$ cat config.mk
export PLATFORM = sky130hd
export DESIGN_NAME = index_register_control_unit
export DESIGN_NICKNAME = d
export VERILOG_FILES = /design/src/hw/rtl/ircu_pkg.sv /design/src/hw/rtl/ircu_exec.sv /design/src/hw/rtl/index_register_control_unit.sv
export SDC_FILE = /design/constraint.sdc
export NUM_CORES = 1
export LEC_CHECK = 0
export BUFFER_PORTS_ARGS = -buffer_cell sky130_fd_sc_hd__buf_2
export CAP_MARGIN = 20
export CORE_UTILIZATION = 65
export DETAILED_ROUTE_END_ITERATION = 8
export HOLD_SLACK_MARGIN = 0.1
export PLACE_DENSITY_LB_ADDON = 0.12
export SYNTH_ARGS = -nofsm -noshare
export SYNTH_HDL_FRONTEND = slang
export SYNTH_SLANG_ARGS = --single-unit
$ cat constraint.sdc
create_clock -name clk -period 15.2 [get_ports clk]
set_input_delay 3.04 -clock clk [delete_from_list [all_inputs] [get_ports clk]]
set_output_delay 3.04 -clock clk [all_outputs]
set_load 0.01 [all_outputs]
$ cat src/hw/rtl/ircu_pkg.sv
package ircu_pkg;

	localparam int NUM_INDEX = 4;
	localparam int INDEX_W = 32;
	localparam int RANGE_W = 10;
	localparam int OUT_CNT_W = 16;

	localparam logic [2:0] OP_NONE   = 3'd0;
	localparam logic [2:0] OP_ADD    = 3'd1;
	localparam logic [2:0] OP_MOVE   = 3'd2;
	localparam logic [2:0] OP_RANGE  = 3'd3;
	localparam logic [2:0] OP_MODULO = 3'd4;
	localparam logic [2:0] OP_LOAD0  = 3'd5;
	localparam logic [2:0] OP_LOAD1  = 3'd6;

	typedef struct packed {
		logic [2:0]         opcode;
		logic [1:0]         dest_index;
		logic [1:0]         src_index;
		logic [INDEX_W-1:0] operand_value;
		logic               dec_counter0;
		logic               dec_counter1;
	} item_t;

	typedef struct packed {
		logic ge;
		logic mi;
		logic z0;
		logic z1;
	} flags_t;

	typedef logic [NUM_INDEX-1:0][INDEX_W-1:0] index_file_t;
	typedef logic [NUM_INDEX-1:0][RANGE_W-1:0] range_file_t;

endpackage

$ cat src/hw/rtl/ircu_exec.sv
module ircu_exec #(
	parameter int COUNTER_WIDTH = 16
) (
	input  ircu_pkg::item_t       item,
	input  ircu_pkg::index_file_t idx_cur,
	input  ircu_pkg::range_file_t ranges,
	input  logic [COUNTER_WIDTH-1:0] cnt0_cur,
	input  logic [COUNTER_WIDTH-1:0] cnt1_cur,
	input  ircu_pkg::flags_t      flags_cur,
	output ircu_pkg::index_file_t idx_nxt,
	output logic [COUNTER_WIDTH-1:0] cnt0_nxt,
	output logic [COUNTER_WIDTH-1:0] cnt1_nxt,
	output ircu_pkg::flags_t      flags_nxt
);
	import ircu_pkg::*;

	logic [INDEX_W-1:0]       src_val;
	logic [15:0]              range_hi;
	logic                     neg;
	logic                     ge;
	logic [15:0]              wrap_hi;
	logic [COUNTER_WIDTH-1:0] cnt0_mid;
	logic [COUNTER_WIDTH-1:0] cnt1_mid;
	logic                     chk;

	assign src_val  = idx_cur[item.src_index];
	assign range_hi = 16'(ranges[item.src_index]);
	assign neg      = src_val[INDEX_W-1];
	assign ge       = !neg && (src_val[31:16] >= range_hi);
	assign chk      = (item.opcode == OP_RANGE) || (item.opcode == OP_MODULO);

	always_comb begin
		if (ge) begin
			wrap_hi = src_val[31:16] - range_hi;
		end else if (neg) begin
			wrap_hi = src_val[31:16] + range_hi;
		end else begin
			wrap_hi = src_val[31:16];
		end
	end

	always_comb begin
		idx_nxt  = idx_cur;
		cnt0_mid = cnt0_cur;
		cnt1_mid = cnt1_cur;
		unique case (item.opcode)
			OP_ADD: idx_nxt[item.dest_index] = idx_cur[item.dest_index] + item.operand_value;
			OP_MOVE: idx_nxt[item.dest_index] = item.operand_value;
			OP_MODULO: idx_nxt[item.dest_index] = {wrap_hi, idx_cur[item.dest_index][15:0]};
			OP_LOAD0: cnt0_mid = item.operand_value[COUNTER_WIDTH-1:0];
			OP_LOAD1: cnt1_mid = item.operand_value[COUNTER_WIDTH-1:0];
			default: ;
		endcase
	end

	always_comb begin
		flags_nxt = flags_cur;
		if (chk) begin
			flags_nxt.ge = ge;
			flags_nxt.mi = !ge && neg;
		end
		cnt0_nxt = cnt0_mid;
		cnt1_nxt = cnt1_mid;
		// a decrement saturates at zero and sets the zero flag when the result is zero
		if (item.dec_counter0) begin
			if (cnt0_mid != '0) begin
				cnt0_nxt = cnt0_mid - COUNTER_WIDTH'(1);
			end
			flags_nxt.z0 = (cnt0_mid <= COUNTER_WIDTH'(1));
		end
		if (item.dec_counter1) begin
			if (cnt1_mid != '0) begin
				cnt1_nxt = cnt1_mid - COUNTER_WIDTH'(1);
			end
			flags_nxt.z1 = (cnt1_mid <= COUNTER_WIDTH'(1));
		end
	end

endmodule

$ cat src/hw/rtl/index_register_control_unit.sv
// Index register control unit: four 16.16 index registers, two down counters
// and four condition flags. One transaction is accepted per clock unless the
// output stalls; each passes through an input register, then a result register,
// and items follow back to back. Only a stall on the output side holds the
// input side. Range registers are written through the cfg port, always ready;
// the user must do so with no transaction in flight: the block does not check.
module index_register_control_unit #(
	parameter int COUNTER_WIDTH = 16
) (
	input  logic        clk,
	input  logic        arst_n,
	input  logic        in_valid,
	output logic        in_stall,
	input  logic [2:0]  opcode,
	input  logic [1:0]  dest_index,
	input  logic [1:0]  src_index,
	input  logic [31:0] operand_value,
	input  logic        dec_counter0,
	input  logic        dec_counter1,
	output logic        out_valid,
	input  logic        out_stall,
	output logic [31:0] index_value,
	output logic        mod_ge_flag,
	output logic        mod_mi_flag,
	output logic        counter0_zero_flag,
	output logic        counter1_zero_flag,
	output logic [15:0] counter0_value,
	output logic [15:0] counter1_value,
	input  logic        cfg_valid,
	output logic        cfg_ready,
	input  logic [1:0]  cfg_index,
	input  logic [9:0]  cfg_data
);
	import ircu_pkg::*;

	logic                     valid_s1;
	item_t                    item_s1;
	logic                     advance;
	logic                     accept;

	index_file_t              idx_q;
	index_file_t              idx_nxt;
	range_file_t              range_q;
	logic [COUNTER_WIDTH-1:0] cnt0_q;
	logic [COUNTER_WIDTH-1:0] cnt1_q;
	logic [COUNTER_WIDTH-1:0] cnt0_nxt;
	logic [COUNTER_WIDTH-1:0] cnt1_nxt;
	flags_t                   flags_q;
	flags_t                   flags_nxt;

	logic                     valid_s2;
	logic [INDEX_W-1:0]       index_s2;
	logic [31:0]              cnt0_ext;
	logic [31:0]              cnt1_ext;

	assign advance   = valid_s1 && (!valid_s2 || !out_stall);
	assign in_stall  = valid_s1 && !advance;
	assign accept    = in_valid && !in_stall;
	assign cfg_ready = 1'b1;

	always_ff @(posedge clk or negedge arst_n) begin
		if (!arst_n) begin
			valid_s1 <= 1'b0;
		end else if (accept) begin
			valid_s1 <= 1'b1;
		end else if (advance) begin
			valid_s1 <= 1'b0;
		end
	end

	always_ff @(posedge clk) begin
		if (accept) begin
			item_s1 <= '{opcode: opcode, dest_index: dest_index, src_index: src_index,
				operand_value: operand_value, dec_counter0: dec_counter0,
				dec_counter1: dec_counter1};
		end
	end

	ircu_exec #(
		.COUNTER_WIDTH(COUNTER_WIDTH)
	) u_exec (
		.item      (item_s1),
		.idx_cur   (idx_q),
		.ranges    (range_q),
		.cnt0_cur  (cnt0_q),
		.cnt1_cur  (cnt1_q),
		.flags_cur (flags_q),
		.idx_nxt   (idx_nxt),
		.cnt0_nxt  (cnt0_nxt),
		.cnt1_nxt  (cnt1_nxt),
		.flags_nxt (flags_nxt)
	);

	always_ff @(posedge clk or negedge arst_n) begin
		if (!arst_n) begin
			idx_q    <= '0;
			range_q  <= '0;
			cnt0_q   <= '0;
			cnt1_q   <= '0;
			flags_q  <= '0;
			valid_s2 <= 1'b0;
		end else begin
			if (cfg_valid && cfg_ready) begin
				range_q[cfg_index] <= cfg_data;
			end
			if (advance) begin
				idx_q    <= idx_nxt;
				cnt0_q   <= cnt0_nxt;
				cnt1_q   <= cnt1_nxt;
				flags_q  <= flags_nxt;
				valid_s2 <= 1'b1;
			end else if (!out_stall) begin
				valid_s2 <= 1'b0;
			end
		end
	end

	always_ff @(posedge clk) begin
		if (advance) begin
			index_s2 <= idx_nxt[item_s1.dest_index];
		end
	end

	// flags and counters are the live state, frozen while a result is pending
	assign cnt0_ext           = 32'(cnt0_q);
	assign cnt1_ext           = 32'(cnt1_q);
	assign out_valid          = valid_s2;
	assign index_value        = index_s2;
	assign mod_ge_flag        = flags_q.ge;
	assign mod_mi_flag        = flags_q.mi;
	assign counter0_zero_flag = flags_q.z0;
	assign counter1_zero_flag = flags_q.z1;
	assign counter0_value     = cnt0_ext[OUT_CNT_W-1:0];
	assign counter1_value     = cnt1_ext[OUT_CNT_W-1:0];

endmodule

==> impl_results.md, run 1 <==
- Status: complete, no violations
- Cell variety after synth: 86
- Slew @ Worst Pin: 1.10 ns
- Initial Utilization: 66.2%
- DP Area: 20000 um2
- Avg WL per Cell: 25.1 um
- Cell family with most CP delay: buffers and inverters
- Largest family of logic cells by synthesized area: compound AO/OA/AOI/OAI gates
- Multi-input gate area: 11000 um2
- Slowest CP cell: buf_2
- Hold Fails Final Rpt: 0
- RSZ-0062 raised after global routing: false
- Xor/xnor cell area share of the yosys netlist: 1.66%
- Syn Std Cell Area: 19000 um2
- Syn_nets: 2158
- Hold Crit Class: register to register
- PD cells: 171 nW/um2
- Vias: 18300
- Number of synthesized flops with an enable pin: 73
- Final worst-path cycle share: 42.5%
- Min Hold Slack: 0.505 ns
- Slowest stage delay, CP: 0.13 ns
- Fin Setup TNS: 0 ns
- DR pass1 iterations: 6
- Area fraction in compound gates after synthesis: 24.3%
- CP Class: primary input to output port
- Most common cell after layout, fill and taps aside: nor2_1
- # hold bufs at CTS: 0
- LEAKAGE: 8.72 nW
- CP cell instances: buf_2 -> nand3_1 -> inv_1 -> buf_2
- Die Y-Extent: 173 um
- CTS H-tree depth: 1
- Design area: 21100 um2
- Ys flop type: dfrtp_1
- CTS resizes: 0
- CTS root buf: clkbuf_16
- Antenna violations before repair: 1
- Share of layout cells above drive strength 1: 18.4%
- FMAX: 155 MHz
- Sequential Area: 7350 um2
- Area growth syn-to-layout: 11.0%
- Post-Synth Adder-Cell Area: 4.07%
- Fillers: 2137
- Crit path buffers/inverters: 3
- Clock-pin slew on the worst setup and hold paths: 0.06 ns
- Worst-path fanout max: 3
- Horiz. Die Dim: 173 um
- Core area: 28700 um2
- CTS tree: done
- Maximum VDD drop: 0.000124 V
- Max Buffers Root-to-Sink: 3
- DRC errors left: 0
- CP dominant cell by count: buf_2
- Post-Synth Simple-Gate Area: 14.6%
- Fin. max-slew vios: 0
- Sequential element share of the synthesized area: 38.7%
- Setup Viol. Count Final: 0
- Row Count: 62
- Grt total ovfl: 0
- Critical Path End Type: output port
- Syn Inst Count: 2040
- Synthesized area per cell: 9.31 um2
- Detail Route Antenna Nets: 0
- Post-synthesis mux area share: 13.1%
- Worst-Skew Late Latency: 0.58 ns
- Max-cap violations: 0
- Gr usage total: 42.0%
- Startpoint types: primary input
- Most frequent cells in the layout: nor2_1, nand2_1, dfrtp_1
- Worst path required time: 12.16 ns
- Die Area: 29900 um2
- Setup Buffers After CTS: 0
- Vias in the first global route: 17500
- Synth warn: 0
- Post-synth ARST share: 73.8%
- #FFs+latches synth: 279
- CTS Buf Count: 31
- Nets@finish: 2232
- First-pass GRT wire length: 98.1 mm
- Skew final: 0.0148 ns
- I/O pin cnt: 129
- Largest net degree at the start of global routing: 98
- Routability congestion estimate: 0.980
- Critical Path AT: 3.43 ns
- 1st-iter DRT viols: 2605
- Post-DP HPWL: 42.9 mm
- DR vias/cell: 7.24
- Drt total wl: 63.4 mm
- Clock Sinks: 279
- Slew margin rel.: 25.6%
- Minimum clock period: 6.47 ns
- I/O Buffers: 127
## metrics by stage
| stage | setup slack, ns | total power, mW | util, % | instances |
|---|---|---|---|---|
| global route | 8.69 | 3.79 | 73.4 | 2523 |
| floorplan | 8.93 | 2.28 | - | 2040 |
| CTS | 8.73 | 3.55 | 73.4 | 2522 |
| detailed placement | 8.73 | 2.76 | 69.7 | 2465 |
| finish | 8.73 | 3.61 | 73.4 | 2523 |
| global placement | 8.73 | 2.71 | 69.6 | 2464 |
## sequential cells by signal, indices dropped and copies added (netlist names), 16 cells and up
register,count
index_value,32
range_q,40
idx_q,128
item_s1,41
counter0_value,16
counter1_value,16
## worst paths after layout
kind                             startpoint                 end  slack (ns)  cells past startpoint
worst min register to register  range_q[27]         range_q[27]        0.50                      1
worst max-delay path              out_stall            in_stall        8.73                      4
min in group asynchronous            arst_n  counter1_value[11]        2.48                      1
worst max register to register  item_s1[37]           idx_q[28]        9.49                     14
max in group asynchronous            arst_n         range_q[26]       11.27                      2
worst min-delay path            range_q[27]         range_q[27]        0.50                      1
## logic make-up (layout without fill, tap and decap cells)
kind of cell	count (synthesis)	after routing
XOR/XNOR	36	36
adder cells (fa/ha/maj)	60	60
other	1	2
AND/OR/NAND/NOR	626	626
flip-flops	279	279
AO/OA/AOI/OAI	701	701
buffers and inverters	177	275
multiplexers	160	160
## per-layer routing
metal	vias up	routed length (um)	track usage [%]
met4	0	3000	19.4
met5	-	0	0
met3	264	8420	11.5
li1	7881	-	-
met1	8743	24400	57.3
met2	1381	27600	62.6
## worst reg2reg max path: cells and delay by family, from the launching register on
kind | cells | cell delay [ns]
AO/OA/AOI/OAI | 8 | 2.72
adder cells (fa/ha/maj) | 2 | 0.71
buffers and inverters | 2 | 0.84
flip-flops | 1 | 0.78
multiplexers | 1 | 0.42
AND/OR/NAND/NOR | 1 | 0.13
## cell usage after synthesis, types with 19 or more instances
cell type / count / area, um2
o31ai_1: 19 / 143
o22a_1: 37 / 324
mux4_2: 63 / 1420
nor3_1: 39 / 195
dfrtp_1: 206 / 5150
clkbuf_1: 113 / 424
nor2b_1: 20 / 125
mux2_2: 75 / 845
mux2i_1: 22 / 220
a21o_1: 25 / 188
o22ai_1: 30 / 188
edfxtp_1: 73 / 2190
inv_1: 37 / 139
a31oi_1: 27 / 169
nor2_1: 233 / 875
a21oi_1: 195 / 976
xnor2_1: 21 / 184
nand3_1: 36 / 180
ha_1: 57 / 713
nand2_1: 214 / 803
buf_1: 19 / 71.3
a211oi_1: 28 / 210
o21ai_0: 153 / 766
o211ai_1: 29 / 218
## final cells by class
type	instances	area share [%]
Multi-Input combinational cell	1584	52.1
Sequential cell	279	34.9
Timing Repair Buffer	180	4.96
Clock buffer	45	4.56
Tap cell	384	2.28
Inverter	38	0.689
Clock inverter	12	0.552
Antenna cell	1	0.0119
## where the power goes
group          internal, mW  total (mW)  leakage [nW]  switching (mW)
clock                 0.471       0.791         0.538           0.320
sequential            0.991        1.19          3.23           0.201
combinational         0.661        1.63          4.95           0.968
Power figures use the tool's default switching activity.
==> run 2: changes to the inputs <==
- CORE_UTILIZATION: 65 -> 62
- clock period: 15.2 -> 6.6 ns (I/O delays scaled with it)
==> run 2 against run 1 <==
  * Total power rose by 130%
  * Combinational power increased by 130%
  * Cell area barely moved
  * Non-clock buffer count rose by 7
  * Critical path type is now register to register
  * Clock skew grew 0.014 ns
  * Critical path depth increased by 9
==> impl_results.md, run 2 (same netlist as run 1, synthesis figures left out) <==
- Status: complete, no violations
- I/O pin cnt: 129 (unchanged)
- Largest regs: idx_q (128), item_s1 (41), range_q (40)
- Die Area: 31300 um2 (+4.8%)
- CP cell instances: mux2_2 -> nor2_1 -> a21oi_1 -> ha_1 -> nand3_1 -> o2111ai_1 -> a21oi_1 -> nor4b_1 -> o2111ai_1 -> and4b_1 -> o31ai_1 -> nand2_1 -> a21oi_1
- Area growth syn-to-layout: 11.1% (about the same)
- Clock-pin slew on the worst setup and hold paths: 0.06 ns (about the same)
- Skew final: 0.0285 ns (+0.0137 ns)
- Number of cells on the critical path: 13 (+9)
- CTS resizes: 0 (unchanged)
- Hold Crit Class: register to register
- # hold bufs at CTS: 0 (unchanged)
- Grt total ovfl: 0 (unchanged)
- RR Startpoint: item_s1[37]
- Critical Path AT: 5.88 ns (+2.45 ns)
- CP dominant cell by count: a21oi_1
- Drt total wl: 65.1 mm (+2.6%)
- Final setup margin: 1.22 ns (-7.52 ns)
- Share of layout cells above drive strength 1: 18.5% (+0.080 points)
- CP Class: register to register
- Largest register FFs: 128 (unchanged)
- Horiz. Die Dim: 177 um (+2.4%)
- Final worst-path cycle share: 81.5%
- RSZ-0062 raised after global routing: false
- Gr usage total: 41.7% (-0.25 points)
- Largest net degree at the start of global routing: 111 (+13%)
- DRC errors left: 0 (unchanged)
- Most common cell after layout, fill and taps aside: nor2_1
- Vias: 18300 (+0.066%)
- Max Buffers Root-to-Sink: 3 (unchanged)
- Crit path capture: idx_q[93]
- Vias in the first global route: 17500 (-0.057%)
- Worst path required time: 7.10 ns (-5.06 ns)
- Maximum VDD drop: 0.000310 V (+150%)
- First-pass GRT wire length: 99.4 mm (+1.3%)
- Dpl ws: 1.44 ns (-7.29 ns)
- Slew @ Worst Pin: 1.18 ns (+0.0708 ns)
- CTS tree: done
- DR pass1 iterations: 7 (+1)
- Detail Route Antenna Nets: 0 (unchanged)
- Nets@finish: 2239 (+0.31%)
- Most frequent cells in the layout: nor2_1, nand2_1, dfrtp_1
- Fin Setup TNS: 0 ns (unchanged)
- FMAX: 186 MHz
- PD cells: 390 nW/um2 (+130%)
- Critical Path End Type: register
- LEAKAGE: 8.71 nW (-0.14%)
- DR vias/cell: 7.21 (-0.49%)
- Startpoint types: register
- Antenna violations before repair: 3 (+2)
- Row Count: 63 (+1.6%)
- Fin. max-slew vios: 0 (unchanged)
- Register name with the most flops: idx_q
- Routability congestion estimate: 1.03 (+4.8%)
- Clock Sinks: 279 (unchanged)
- CTS Buf Count: 31 (unchanged)
- Setup Viol. Count Final: 0 (unchanged)
- Die Y-Extent: 177 um (+2.4%)
- Setup Buffers After CTS: 0 (unchanged)
- Initial Utilization: 63.6% (-2.6 points)
- Hold Fails Final Rpt: 0 (unchanged)
- Slew margin rel.: 20.8% (-4.8 points)
- R2r setup slk: 1.22 ns (-8.27 ns)
- Avg WL per Cell: 25.6 um (+2.0%)
- R2R cell count: 13 (-1)
- Max-cap violations: 0 (unchanged)
- Core area: 29900 um2 (+4.1%)
- Slowest CP cell: edfxtp_1
- Post-DP HPWL: 44.3 mm (+3.4%)
- Worst-path fanout max: 23 (+20)
- Worst-Skew Late Latency: 0.60 ns (+0.02 ns)
- Crit path from: item_s1[37]
- 1st-iter DRT viols: 2447 (-6.1%)
- CTS H-tree depth: 1 (unchanged)
- Crit path buffers/inverters: 0 (-3)
- Cell family with most CP delay: compound AO/OA/AOI/OAI gates
- Minimum clock period: 5.38 ns
- I/O Buffers: 127 (unchanged)
- Reg2reg end: idx_q[93]
- CTS root buf: clkbuf_16
- Slowest stage delay, CP: 1.11 ns (+0.98 ns)
## run 2: power breakdown
group	total, mW	switching (mW)	internal [mW]
sequential	2.76	0.479	2.28
combinational	3.72	2.19	1.53
clock	1.74	0.741	0.999
total	8.22	3.41	4.81
## run 2: worst min-delay path by stage
stage	start	end	slack, ns	cells past startpoint
after floorplan	valid_s1	out_valid	0.46	1
after detailed placement	counter1_zero_flag	counter1_zero_flag	0.47	2
after global routing	range_q[38]	range_q[38]	0.51	1
final	range_q[38]	range_q[38]	0.50	1
after CTS	counter1_zero_flag	counter1_zero_flag	0.50	2
after global placement	range_q[32]	range_q[32]	0.48	1
## run 2: per-stage QoR
| stage | instance area (um2) | hold WS [ns] | total power, mW | utilization, % | cells |
|---|---|---|---|---|---|
| floorplan | 19000 | 0.457 | 5.26 | - | 2040 |
| global placement | 20100 | 0.481 | 6.27 | 67.1 | 2476 |
| detailed placement | 20100 | 0.473 | 6.34 | 67.1 | 2476 |
| CTS | 21100 | 0.498 | 8.10 | 70.5 | 2533 |
| global route | 21100 | 0.510 | 8.63 | 70.6 | 2536 |
| finish | 21100 | 0.501 | 8.22 | 70.6 | 2537 |
## run 2: area by class of cell
class / instances / area (um2)
well taps: 390 / 488
multi-input cells: 1584 / 11000
fillers: 2289 / 8780
flip-flops and latches: 279 / 7350
repair buffers: 187 / 1120
inverters: 38 / 145
clock inverters: 12 / 121
clock buffers: 45 / 880
diodes: 2 / 5.00
## run 2: routing by layer
layer,up-vias,GRT usage (%),share of wire [%]
li1,7896,-,-
met1,8710,55.5,38
met2,1400,62.4,43
met3,269,13.3,14
met4,6,18.0,4.8
met5,-,0,0.18
